$ cat src/sv/short_term_plasticity_synapse_assert.svh
// ----------------------------------------------------------------------------
// short-term plasticity synapse assertion macros
// Clocked on clk, quiet while rst_n is low.
// ----------------------------------------------------------------------------
`ifndef SHORT_TERM_PLASTICITY_SYNAPSE_ASSERT_SVH
`define SHORT_TERM_PLASTICITY_SYNAPSE_ASSERT_SVH

// condition now implies consequence in the same cycle
`define STPS_ASSERT_SAME(lbl, ante, cons, msg) \
  lbl: assert property (@(posedge clk) disable iff (!rst_n) (ante) |-> (cons)) \
    else $error(msg);

// condition now implies consequence in the next cycle
`define STPS_ASSERT_NEXT(lbl, ante, cons, msg) \
  lbl: assert property (@(posedge clk) disable iff (!rst_n) (ante) |=> (cons)) \
    else $error(msg);

`endif

$ cat src/sv/stps_pkg.sv
// ----------------------------------------------------------------------------
// stps_pkg
// Shared widths, register codes, control structs and the 2^-f table.
// ----------------------------------------------------------------------------
package stps_pkg;

  localparam int FRAC_BITS       = 16;
  localparam int EXP_TABLE_DEPTH = 64;
  localparam int Q_W             = FRAC_BITS;
  localparam int IDX_W           = $clog2(EXP_TABLE_DEPTH);
  localparam int TIME_W          = 32;
  localparam int REG_W           = 16;
  localparam int COND_W          = 32;
  localparam int CFG_IDX_W       = 3;

  localparam logic [Q_W-1:0] UNITY = '1;
  localparam logic [Q_W-1:0] HALF  = Q_W'(1) << (FRAC_BITS - 1);

  localparam logic [32:0] LOG2E_Q32 = 33'd6196328019;
  localparam logic [47:0] EXP_LIMIT = 48'(64) << 16;
  localparam logic [7:0]  K_LIMIT   = 8'd40;

  localparam logic [Q_W-1:0] FACIL_RESET = Q_W'(({16'd13107, {Q_W{1'b0}}}) >> 16);

  // configuration register indexes
  localparam logic [CFG_IDX_W-1:0] CFG_BASE_USE   = 3'd0;
  localparam logic [CFG_IDX_W-1:0] CFG_RECOV_RATE = 3'd1;
  localparam logic [CFG_IDX_W-1:0] CFG_FACIL_RATE = 3'd2;
  localparam logic [CFG_IDX_W-1:0] CFG_IS_EXC     = 3'd3;
  localparam logic [CFG_IDX_W-1:0] CFG_EXC_SCALE  = 3'd4;
  localparam logic [CFG_IDX_W-1:0] CFG_INH_SCALE  = 3'd5;

  typedef struct packed {
    logic load;
    logic rate_u;
    logic rec_x;
    logic rec_u;
    logic strength;
    logic update;
    logic finish;
  } stps_cmd_t;

  typedef struct packed {
    logic seen;
  } stps_stat_t;

  typedef logic [32:0] exp_tab_t [EXP_TABLE_DEPTH];

  function automatic logic [32:0] q32_mul(input logic [32:0] a, input logic [32:0] b);
    logic [65:0] p;
    p = 66'(a) * 66'(b) + (66'd1 << 31);
    return p[64:32];
  endfunction

  // root of one half by bisection, then its powers
  function automatic exp_tab_t build_exp_tab();
    exp_tab_t    tab;
    logic [32:0] lo;
    logic [32:0] hi;
    logic [32:0] mid;
    logic [32:0] p;
    lo = 33'd1 << 31;
    hi = 33'h0_FFFF_FFFF;
    while (lo < hi) begin
      mid = lo + ((hi - lo + 33'd1) >> 1);
      p = 33'd1 << 32;
      for (int i = 0; i < EXP_TABLE_DEPTH; i++) begin
        p = q32_mul(p, mid);
      end
      if (p <= (33'd1 << 31)) begin
        lo = mid;
      end else begin
        hi = mid - 33'd1;
      end
    end
    p = 33'd1 << 32;
    for (int i = 0; i < EXP_TABLE_DEPTH; i++) begin
      tab[i] = p;
      p = q32_mul(p, lo);
    end
    return tab;
  endfunction

  localparam exp_tab_t EXP_TAB = build_exp_tab();

  // q0.16 register value to internal fraction
  function automatic logic [Q_W-1:0] to_frac(input logic [REG_W-1:0] v);
    logic [Q_W+REG_W-1:0] w;
    w = {v, {Q_W{1'b0}}} >> 16;
    return w[Q_W-1:0];
  endfunction

  // internal fraction to q0.16, rounded and saturated
  function automatic logic [REG_W-1:0] to_q16(input logic [Q_W-1:0] v);
    logic [Q_W+16:0] w;
    w = ({1'b0, v, 16'd0} + (Q_W+17)'(HALF)) >> FRAC_BITS;
    return (w > (Q_W+17)'(16'hFFFF)) ? 16'hFFFF : w[REG_W-1:0];
  endfunction

endpackage

$ cat src/sv/stps_ctrl.sv
// ----------------------------------------------------------------------------
// stps_ctrl
// Sequencer for one spike: decay pipeline, recovery, strength, update, output.
// ----------------------------------------------------------------------------
module stps_ctrl import stps_pkg::*; (
  input  logic       clk,
  input  logic       rst_n,
  input  logic       in_valid,
  output logic       in_ready,
  input  logic       out_ready,
  output logic       out_valid,
  input  stps_stat_t stat,
  output stps_cmd_t  cmd
);

  localparam logic [3:0] ST_IDLE = 4'd0;
  localparam logic [3:0] ST_E1X  = 4'd1;
  localparam logic [3:0] ST_E1U  = 4'd2;
  localparam logic [3:0] ST_E3X  = 4'd3;
  localparam logic [3:0] ST_RX   = 4'd4;
  localparam logic [3:0] ST_RU   = 4'd5;
  localparam logic [3:0] ST_STR  = 4'd6;
  localparam logic [3:0] ST_UPD  = 4'd7;
  localparam logic [3:0] ST_OUT  = 4'd8;

  logic [3:0] state_r;
  logic [3:0] state_nxt;
  logic       out_valid_r;
  logic       out_valid_nxt;
  logic       out_free;

  assign out_free = !out_valid_r || out_ready;

  always_comb begin
    state_nxt = state_r;
    case (state_r)
      ST_IDLE: begin
        if (in_valid) begin
          state_nxt = stat.seen ? ST_E1X : ST_STR;
        end
      end
      ST_E1X: state_nxt = ST_E1U;
      ST_E1U: state_nxt = ST_E3X;
      ST_E3X: state_nxt = ST_RX;
      ST_RX:  state_nxt = ST_RU;
      ST_RU:  state_nxt = ST_STR;
      ST_STR: state_nxt = ST_UPD;
      ST_UPD: state_nxt = ST_OUT;
      ST_OUT: begin
        if (out_free) begin
          state_nxt = ST_IDLE;
        end
      end
      default: state_nxt = ST_IDLE;
    endcase
  end

  always_comb begin
    cmd          = '0;
    cmd.load     = (state_r == ST_IDLE) && in_valid;
    cmd.rate_u   = (state_r == ST_E1U);
    cmd.rec_x    = (state_r == ST_RX);
    cmd.rec_u    = (state_r == ST_RU);
    cmd.strength = (state_r == ST_STR);
    cmd.update   = (state_r == ST_UPD);
    cmd.finish   = (state_r == ST_OUT) && out_free;
  end

  assign out_valid_nxt = cmd.finish || (out_valid_r && !out_ready);
  assign in_ready      = (state_r == ST_IDLE);
  assign out_valid     = out_valid_r;

  always_ff @(posedge clk) begin
    if (!rst_n) begin
      state_r     <= ST_IDLE;
      out_valid_r <= 1'b0;
    end else begin
      state_r     <= state_nxt;
      out_valid_r <= out_valid_nxt;
    end
  end

endmodule

$ cat config.mk
export PLATFORM = sky130hd
export DESIGN_NAME = stps_ctrl
export DESIGN_NICKNAME = d
export VERILOG_FILES = /design/src/sv/short_term_plasticity_synapse_assert.svh /design/src/sv/stps_pkg.sv /design/src/sv/stps_ctrl.sv
export SDC_FILE = /design/constraint.sdc
export NUM_CORES = 1
export LEC_CHECK = 0
export BUFFER_PORTS_ARGS = -buffer_cell sky130_fd_sc_hd__buf_2
export CAP_MARGIN = 0
export CORE_AREA = 2 2 39 41
export DETAILED_ROUTE_END_ITERATION = 12
export DIE_AREA = 0 0 41 43
export GPL_ROUTABILITY_DRIVEN = 0
export GPL_TIMING_DRIVEN = 0
export SKIP_LAST_GASP = 1
export SYNTH_ARGS = -nofsm -noshare
export SYNTH_HDL_FRONTEND = slang
export SYNTH_SLANG_ARGS = --single-unit
$ cat constraint.sdc
create_clock -name clk -period 0.96 [get_ports clk]
set_input_delay 0 -clock clk [delete_from_list [all_inputs] [get_ports clk]]
set_output_delay 0 -clock clk [all_outputs]
set_load 0.01 [all_outputs]
# Yosys cells after proc, flatten, opt, wreduce, memory -nomap -nowiden
# Index checks and enable logic that the tools add are counted.
dict set report word_totals {
  regBits 5
  latchBits 0
  mem_bits_rw 0
  romBits 0
  in_bits 5
  output_inout_bits 9
  word_cells 25
  mem_count 0
}
dict set report op_classes {
  add_sub_neg 0
  mul 0
  n_div 0
  order_cmp 0
  eq_ne 10
  shifts 0
  mux 4
  n_bitwise 0
  reduce_logical 9
}
# cell n
set ops {}
lappend ops {{$pmux W4 S9} 1}
lappend ops {{$eq A4 B3 Y1 const B} 4}
lappend ops {{$eq A4 B2 Y1 const B} 2}
lappend ops {{$mux W4} 2}
lappend ops {{$eq A4 B1 Y1 const B} 1}
lappend ops {{$eq A4 B4 Y1 const B} 1}
lappend ops {{$logic_not A4 Y1} 1}
lappend ops {{$ne A2 B2 Y1 const B} 2}
lappend ops {{$logic_and A1 B1 Y1} 3}
lappend ops {{$mux W3} 1}
lappend ops {{$logic_not A1 Y1} 2}
lappend ops {{$logic_or A1 B1 Y1} 2}
lappend ops {{$reduce_and A2 Y1} 1}

# Longest topological paths before layout
dict set report depth {
  word_depth 4
  mapped_depth 4
  mapped_depth_nobuf 3
}

# Worst setup path after synthesis
# Ideal clock, no wire load.
dict set report synth_timing {
  path_type {register -> register}
  start {register state_r[2]}
  end {register state_r[3]}
  setup_ns 0.140
  arrival_time_ns 0.986
  t_required_ns 0.820
  path_slack_ns -0.166
  path_stages_with_launch 4
  n_path_buf 1
  period_less_slack_ns 1.126
  cell_sequence {dfxtp_1 > buf_6 > nor4_2 > a221oi_2}
}
dict set report synth_via {
  elab_chain_len 3
  word_cells_on_any_way 13
  classes_between {eq/ne: 10; mux: 1; reduce/logical: 2}
}
# element line_no
set synth_rtl {}
lappend synth_rtl {{start: declaration} stps_ctrl.sv:26} ;# logic [3:0] state_r;
lappend synth_rtl {{start signal: assignment} stps_ctrl.sv:78} ;# state_r <= state_nxt;
lappend synth_rtl {{$logic_not A4 Y1 (*)} --}
lappend synth_rtl {{named net in_ready} stps_ctrl.sv:9} ;# output logic in_ready,
lappend synth_rtl {{$ne A2 B2 Y1 (no source line)} --}
lappend synth_rtl {{$reduce_and A2 Y1 (no source line)} --}
# Mark *: on every way through the listed nets, which the timed path passes. The rest lies on a longest branch.
# A chain may end at the register's enable or synchronous reset.

==> impl_results.md <==
- Max_cap viols: 0
- I/O Buffers: 13
- Actual slew at the worst max-slew pin: 0.2327 ns
- P per Cell Area: 1656 nW/um^2
- Cell accounting for the most synthesized area: dfxtp_1
- Min Tclk post-route: roughly 1.2 ns
- Critical Path End Type: output port
- Seq cells post-synth: 5
- Vias/cell: 4.580
- Synth top cells by count: 6 x nor2_1, 5 x dfxtp_1, 3 x inv_1, 3 x nor3_1
- DRT antenna net count: 0
- Cell Area, Synth: 352.8 um^2
- Max Fclk: approximately 820 MHz
- WL per Instance: 11.81 um
- Cts bufs inserted: 3
- Synth warn: 0
- Final setup skew: 0.009193 ns
- Mean Syn Cell Area: 9.047 um^2
- Pre-CTS setup slack: -0.1975 ns
- Period utilisation layout: 126.8%
- Synth cell types: 24
- Clock latency on the worst-skew pair: 0.25 ns
- Top-count cell post-synth: nor2_1
- Max Transition Viols Final: 0
- Initial antenna violation count: 0
- Storage cell area: 115.1 um^2
- Die height: 43 um
- Multiplexer share of the synthesized area: 0%
- Iteration-0 DRC Markers: 3
- Setup crit start kind: flip-flop
- Share of post-route cells with drive strength above 1: 73.85%
- Final nets: 71
- Critical Path RT: 0.96 ns
- CTS Sinks: 5
- Final hold vios: 0
- Synth Flop Type: dfxtp_1
- H-tree depth: 1
- Post-route design area: around 630 um^2
- Failing checks: setup timing
- Fin util: 45.75%
- Grt ovf: 0
- CP max stage delay: 0.38 ns
- GR Util met3: 3.141%
- Root buffer cell: clkbuf_4
- Total Power: 1.049 mW
- Number of flops mapped to enable cells by yosys: 0
- RSZ-0062 raised after global routing: yes
- Cells after Synth: 39
- Vias: roughly 370
- Area growth from synthesis to layout: 79.43%
- Area after DPL: 450.4 um^2
- CTS tree: yes
- Num rows: 14
- Multi-input logic area: ~280 um^2
- CP Class: reg -> out
- Critical Path AT: 1.22 ns
- Clock Tree Buf Depth: 2
- Synth Area in Compound Gates: 13.83%
- Die ar.: 1763 um^2
- Busiest grt layer: met2
- Share of flip-flops with an asynchronous set or reset: 0%
- Largest cells by area after synthesis: dfxtp_1 28%, nor4b_4 6.7%, buf_6 6.4%
- Synth top area share: around 28%
- Worst hold-check path type: in -> reg
- Largest family of logic cells by synthesized area: simple AND/OR/NAND/NOR gates
- Leak pwr: 0.2973 nW
- Filler cells: 144
- Worst-path maximum fanout: 5
- Crit-path slowest cell: dfxtp_4
- Post-synthesis net count: 44
- Slew margin rel.: 84.37%
- Critical Path, Cell by Cell: nor4_4 > and2_1 > buf_2
- Ant. Diodes: 0
- Register area share after synthesis: 28.37%
- Met2 Use GR: between 10% and 20%
- Final WS setup: -0.2574 ns
- Vias in the first global route: 359
- Die X: 41 um
- Reg clk slew, reported paths: 0.05 ns
- Detailed-route DRC error count: 0
- HPWL after DPL: 523.7 um
- Global-route wire length before repair: 1366 um
- Io pins: 14
- Global Route Usage Sum: between 10 and 15%
- Final WL: 957 um
- Synth Area in Simple Gates: a little over two fifths
- Post-Synth Adder-Cell Area: 0%
- Hold slack: between 0.01 and 0.015 ns
- TritonRoute pass-1 iters: 3
- Final setup violation count: 13
- Initial core utilization: 25.50%
- GRT met1 Usage: between 10% and 20%
- Hold_buf cts: 0
- Outcome: finished, violations left
- Worst vdd ir: 0.0006663 V
- Post-Synth XOR/XNOR Area: 2.482%
- Core Region: approximately 1400 um^2
- Largest net degree at the start of global routing: 8
-- timing repair --
action / CTS / global route
pin swaps: 10 / 8
resized for setup: 13 / 15
cloned: 0 / 0
setup endpoints to repair: 13 / 13
buffers inserted: 8 / 6
-- where the power goes --
part           internal (mW)  switching [mW]
Clock                  0.157          0.0926
Combinational          0.281           0.199
Sequential             0.242          0.0766
Total                  0.681           0.368
-- sequential cells by signal (all words and copies together), names as in the netlist --
signal and flops:
out_valid 1, state_r 4
-- stage by stage --
step	std cells	TNS (ns)
after floorplan	39	-0.2328
after global placement	68	-0.6447
after detailed placement	68	-0.7215
after CTS	80	-2.599
after global routing	81	-2.942
final	81	-2.284
-- layer usage --
layer	part of all wire [%]	up-vias
li1	-	184
met1	37	171
met2	57	14
met3	4.5	2
met4	1.1	0
met5	0	-
-- cell type report --
type | instances | area share (%)
sequential | 5 | 18.18
inverter | 3 | 1.779
tap | 16 | 3.162
multi-input combinational | 28 | 44.66
clock buffer | 4 | 4.150
timing repair buffer | 25 | 28.06
-- worst max-delay path, delay by kind of cell, from the launching register on --
family | cells | cell delay, ns
buf+inv | 1 | 0.12
flops | 1 | 0.38
simple gates | 2 | 0.47
-- path summary, 6_finish.rpt --
check                                start    endpoint  slack [ns]  cells after the start
worst max register to register  state_r[0]  state_r[3]       -0.22                      4
worst min register to register  state_r[0]  state_r[0]        0.53                      1
worst min-delay path                 rst_n   out_valid        0.01                      3
worst max-delay path            state_r[2]      cmd[6]       -0.26                      3
-- kinds of logic (layout without fill, tap and decap cells) --
group	Yosys count	after routing
simple gates	22	22
buf+inv	6	32
xor+xnor	1	1
flops	5	5
compound gates	5	5
-- cells in the final DEF, fill, tap and decap left out, drive strengths merged, types with 2 or more instances in the layout --
| cell | synthesis | final |
|---|---|---|
| buf | 3 | 25 |
| clkbuf | 0 | 4 |
| dfxtp | 5 | 5 |
| nand2 | 2 | 2 |
| nor3b | 2 | 2 |
| inv | 3 | 3 |
| nor2 | 6 | 6 |
| nor3 | 3 | 3 |
| nand2b | 2 | 2 |
Note: power is estimated with default switching activity, not from simulation.
